**config.mk**
```make
export PLATFORM = sky130hd
export DESIGN_NAME = mfb_ctrl
export DESIGN_NICKNAME = d
export VERILOG_FILES = /design/src/mfb_pkg.sv /design/src/mfb_ctrl.sv
export SDC_FILE = /design/constraint.sdc
export NUM_CORES = 1
export LEC_CHECK = 0
export ABC_CLOCK_PERIOD_IN_PS = 2900
export BUFFER_PORTS_ARGS = -buffer_cell sky130_fd_sc_hd__buf_2
export CORE_ASPECT_RATIO = 0.7
export CORE_MARGIN = 10
export CORE_UTILIZATION = 29
export DETAILED_ROUTE_END_ITERATION = 12
export MAX_ROUTING_LAYER = met4
export PLACE_DENSITY = 0.47
export SLEW_MARGIN = 20
export SYNTH_ARGS = -nofsm -noshare
export SYNTH_HDL_FRONTEND = slang
export SYNTH_SLANG_ARGS = --single-unit
```
**constraint.sdc**
```tcl
create_clock -name clk -period 2.9 [get_ports clk]
set_input_delay 0.435 -clock clk [delete_from_list [all_inputs] [get_ports clk]]
set_output_delay 0.435 -clock clk [all_outputs]
set_load 0.1 [all_outputs]
```
**src/mfb_pkg.sv**
```systemverilog
`timescale 1ns / 1ps
// shared types and constants for the monochrome framebuffer core
// no dependencies

package mfb_pkg;

  localparam int MFB_COLUMNS = 128;
  localparam int MFB_PAGES   = 8;

  localparam logic [2:0] OP_POINT   = 3'd0;
  localparam logic [2:0] OP_LINE    = 3'd1;
  localparam logic [2:0] OP_CLEAR   = 3'd2;
  localparam logic [2:0] OP_WRBYTE  = 3'd3;
  localparam logic [2:0] OP_REFRESH = 3'd4;

  localparam logic [7:0] CMD_PAGE_BASE = 8'hB0;
  localparam logic [7:0] CMD_COL_LOW   = 8'h00;
  localparam logic [7:0] CMD_COL_HIGH  = 8'h10;

  // controller to datapath
  typedef struct packed {
    logic load;
    logic clr_step;
    logic adj;
    logic rd_pix;
    logic wr_pix;
    logic adv;
    logic wr_byte;
    logic emit;
  } mfb_cmd_t;

  // datapath to controller
  typedef struct packed {
    logic [2:0] op;
    logic       bad;
    logic       need_adj;
    logic       last;
    logic       clr_last;
  } mfb_sts_t;

endpackage

```
**src/mfb_ctrl.sv**
```systemverilog
`timescale 1ns / 1ps
// sequencing state machine for the framebuffer core
// depends on mfb_pkg

module mfb_ctrl import mfb_pkg::*; (
  input  logic     clk,
  input  logic     rst_n,
  input  logic     start,
  output logic     busy,
  input  mfb_sts_t sts,
  output mfb_cmd_t cmd
);

  typedef enum logic [8:0] {
    S_INIT = 9'b000000001,
    S_IDLE = 9'b000000010,
    S_DEC  = 9'b000000100,
    S_ADJ  = 9'b000001000,
    S_WR   = 9'b000010000,
    S_CLR  = 9'b000100000,
    S_WRB  = 9'b001000000,
    S_REF  = 9'b010000000,
    S_DONE = 9'b100000000
  } state_t;

  state_t state_r, state_nxt;

  always_ff @(posedge clk) begin
    if (!rst_n) begin
      state_r <= S_INIT;
    end else begin
      state_r <= state_nxt;
    end
  end

  assign busy = (state_r != S_IDLE);

  always_comb begin
    state_nxt = state_r;
    cmd       = '0;
    case (state_r)
      S_INIT: begin
        cmd.clr_step = 1'b1;
        if (sts.clr_last) begin
          state_nxt = S_IDLE;
        end
      end
      S_IDLE: begin
        if (start) begin
          cmd.load  = 1'b1;
          state_nxt = S_DEC;
        end
      end
      S_DEC: begin
        case (sts.op)
          OP_POINT, OP_LINE: state_nxt = sts.bad ? S_DONE : S_ADJ;
          OP_CLEAR:          state_nxt = S_CLR;
          OP_WRBYTE:         state_nxt = sts.bad ? S_DONE : S_WRB;
          OP_REFRESH:        state_nxt = S_REF;
          default:           state_nxt = S_DONE;
        endcase
      end
      S_ADJ: begin
        if (sts.need_adj) begin
          cmd.adj = 1'b1;
        end else begin
          cmd.rd_pix = 1'b1;
          state_nxt  = S_WR;
        end
      end
      S_WR: begin
        cmd.wr_pix = 1'b1;
        if (sts.last) begin
          state_nxt = S_DONE;
        end else begin
          cmd.adv   = 1'b1;
          state_nxt = S_ADJ;
        end
      end
      S_CLR: begin
        cmd.clr_step = 1'b1;
        if (sts.clr_last) begin
          state_nxt = S_DONE;
        end
      end
      S_WRB: begin
        cmd.wr_byte = 1'b1;
        state_nxt   = S_DONE;
      end
      S_REF, S_DONE: begin
        cmd.emit  = 1'b1;
        state_nxt = S_IDLE;
      end
      default: state_nxt = S_IDLE;
    endcase
  end

  a_accept_decodes: assert property (@(posedge clk) disable iff (!rst_n)
    (state_r == S_IDLE && start) |=> (state_r == S_DEC))
    else $error("accepted request did not reach decode");

  a_read_before_write: assert property (@(posedge clk) disable iff (!rst_n)
    cmd.wr_pix |-> $past(cmd.rd_pix))
    else $error("pixel write without prior read");

  a_adj_done_goes_write: assert property (@(posedge clk) disable iff (!rst_n)
    (state_r == S_ADJ && !sts.need_adj) |=> (state_r == S_WR))
    else $error("settled line step did not move to write");

endmodule

```
# Yosys cells after proc, flatten, opt, wreduce, memory -nomap -nowiden
# Index checks and enable logic that the tools add are counted.
[op_classes]
n_eq_ne = 18
muxes = 19
reduce_logical = 5
[ops]
columns = ["op", "count"]
rows = [
  ["$mux 9", 7],
  ["$pmux 9 s7", 1],
  ["$pmux 9 s4", 1],
  ["$eq 9x1->1 const B", 1],
  ["$eq 9x2->1 const B", 1],
  ["$eq 9x3->1 const B", 1],
  ["$eq 9x4->1 const B", 1],
  ["$eq 9x5->1 const B", 1],
  ["$eq 9x6->1 const B", 1],
  ["$eq 9x7->1 const B", 1],
  ["$eq 9x8->1 const B", 1],
  ["$eq 9x9->1 const B", 1],
  ["$ne 9x2->1 const B", 1],
  ["$mux 1", 8],
  ["$ne 2x2->1 const B", 4],
  ["$eq 3x2->1 const B", 2],
  ["$reduce_or 2->1", 3],
  ["$mux 2", 2],
  ["$reduce_and 4->1", 1],
  ["$eq 3x1->1 const B", 1],
  ["$eq 3x3->1 const B", 1],
  ["$logic_not 3->1", 1],
]
[totals]
reg_bits = 9
in_bits = 10
out_inout_bits = 9
elab_cells = 43

# Depth between registers and ports, before layout
[depth]
word_depth = 4
ltp_mapped = 5
ltp_nobuf = 4

# Least setup slack after synthesis
# Ideal clock, no wire load.
[synth_timing]
path_type = "reg-to-output"
from = "register state_r[1]"
to = "output port cmd[6] in the netlist's numbering"
arrival_time_ps = 3079
required_time_ps = 2465
slack_ps = -614
stages_incl_launch_ff = 4
path_buffers = 1
path_cell_list = "dfxtp_1 -> buf_6 -> or4_4 -> nor3_1"
[synth_rtl]
columns = ["element", "line", "source"]
rows = [
  ["start, declared", "mfb_ctrl.sv:26", "state_t state_r, state_nxt;"],
  ["start signal, assigned", "mfb_ctrl.sv:32", "state_r <= state_nxt;"],
  ["end, declared", "mfb_ctrl.sv:11", "output mfb_cmd_t cmd"],
]

==> run summary <==
Status - finished clean
Htree depth - 1
Main flop type after synthesis - dfxtp_1
Biggest register - state_r
Nets - 110
Number of I/O port buffers - 18
Cts bufs inserted - 3
Mapped Cells - 80
Top Registers - state_r x9
WL/cell - 14.44 microns
CP Capture Type - output port
Root Buffer - clkbuf_4
Violation count after the first detailed-route iteration - 11
Worst hold slack - 366.1 ps
Warnings from Yosys - 0
Worst skew pair latency - 270 ps
Worst EP required - 2470 ps
CP Cell Sequence - or4_1, nor4_1, and2_1, buf_2
Area of the die - 4759 sq um
WS Path Type - register to output port
Hpwl dp - 1535 microns
Hold WC Path Type - input port to register
Pre-antenna DRT Iters - 4
Met3 Use GR - 3.835%
Area growth from synthesis to layout - 18.15%
Final period utilization - 88.49%
Worst vdd ir - 165.8 uV
Synthesized area per cell - 8.618 sq um
GRT busiest layer - met2
Hold Path Depth - 2
Routed wire length - 1891 microns
Worst path bufs/invs - 1
Antenna cells - 0
Post-synthesis sequential area ratio - 26.13%
Core ar. - 2207 sq um
CTS tree - yes
FF-to-FF path depth - 4
Global route overflow - 0
Yosys cell types - 36
Total power - 0.0003288 W
Post-Synthesis Cell Area - 689.4 sq um
Final core utilization - 36.90%
Vias in the first global route - 630
Setup Viol. Count Final - 0
Slowest CP cell - or4_1
Lkg Pwr - 0.3587 nW
Clk_skew - 7.528 ps
Min Clock Period, post-route - 2566 ps
PD cells - 403.7 nW/um^2
RSZ-0062 raised after global routing - false
Ports - 19
Placer Congestion - 0.7735
Worst-path maximum fanout - 9
Hold Buf Count CTS - 0
Resize count post-CTS - 0
Initial antenna violation count - 0
Die W - 78.28 microns
Worst path depth - 4
# clock sinks - 9
Setup Fix Bufs, Post-CTS - 0
Antenna-violating nets left - 0
Met1 usage - 10.01%
Critical path's top delay family - simple AND/OR/NAND/NOR gates
Area leader, netlist - dfxtp_1
Slowest stage delay, CP - 590 ps
Fillcell total - 259
Synth Net Count - 90
Share of cells above drive strength 1 - 33.33%
Largest net degree at the start of global routing - 11
Crit Reg-Reg Startpoint - state_r[5]
Most frequent cells in the layout - buf_2, dfxtp_1, nor4_1
Synth top area share - 26.13%
Crit path launch - state_r[5]
GRT Total Usage - 8.296%
Slew @ Worst Pin - 550.2 ps
Arrival time at the worst endpoint - 2130 ps
Most common cell after layout, fill and taps aside - buf_2
Post-synthesis register bit count - 9
Max Cap Viol - 0
Initial Util - 31.24%
Synth area leaders - dfxtp_1, buf_6, nor4_1
Number of flops mapped to enable cells by yosys - 0
Max reg flops - 9
Max-slew violations - 0
Row Count - 14
Max clock buf depth - 2
Max transition margin - 62.98%
Reg clk slew, reported paths - 70 ps
Startpoint types - register
First-pass GRT wire length - 3029 microns
Final TNS setup - 0 ps
FMAX - 389.7 MHz
Post-synthesis async set-or-reset flop share - 0%
Grt met2 use - 12.50%
# DRC - 0
Final hold violation count - 0
Via count - 662
HP Start - sts[3]
Via-per-instance ratio - 5.053
DIE HEIGHT - 60.80 microns
==> metal layers <==
metal | vias up | part of all wire (%)
li1 | 345 | -
met1 | 302 | 54
met2 | 13 | 41
met3 | 2 | 4.8
met4 | 0 | 0.42
met5 | - | 0
==> cells in the mapped netlist (2+ instances only) <==
cell and number:
nor4_1 6, nand4_1 2, a21oi_1 2, nand3b_1 3, xor2_1 2, and2_1 3
dfxtp_1 9, xnor2_1 2, nor3_1 2, or3_1 3, nand2_1 2, and3_2 3
nor2_1 5, inv_1 5, buf_6 4, nor4b_1 3, o211ai_1 2, and4_1 3
nor2b_1 2
==> power breakdown <==
group / internal, W / switching, W
registers: 0.000127 / 0.00000770
clock network: 0.0000510 / 0.0000499
logic: 0.0000308 / 0.0000621
==> worst paths after layout <==
| kind | end | slack [ps] |
|---|---|---|
| setup / recovery | cmd[7] | 330 |
| hold / removal | state_r[6] | 370 |
| setup reg to reg | state_r[7] | 1160 |
| hold reg to reg | state_r[0] | 580 |
==> worst reg2reg max path: stages (launching register included) <==
cell and delay [ps]:
dfxtp_1 390, nor4_1 550, nand3_1 230, nor4b_1 320, and3_2 210
==> per-stage QoR <==
stage | setup WS [ps] | cells | cell area (sq um)
2_1_floorplan | 76.26 | 80 | 694.4
3_3_place_gp | 648.1 | 127 | 787.0
3_5_place_dp | 620.7 | 127 | 787.0
4_1_cts | 315.4 | 131 | 814.5
5_1_grt | 202.9 | 131 | 814.5
6_report | 333.8 | 131 | 814.5
==> layout make-up <==
class                           instances  area, sq um  area share [%]
Multi-Input combinational cell         62        450.4           55.30
Clock inverter                          1        5.005          0.6144
Clock buffer                            3        22.52           2.765
Sequential cell                         9        180.2           22.12
Inverter                                5        18.77           2.304
Tap cell                               32        40.04           4.916
Timing Repair Buffer                   19        97.59           11.98
==> cells by family after synthesis <==
group                     share of synthesized area [%]
xor gates and xnor gates                          5.083
and+or+nand+nor                                   43.02
buffers and inverters                             9.256
AOI/OAI and AO/OA                                 16.52
DFF                                               26.13
Note: power is estimated with default switching activity, not from simulation.
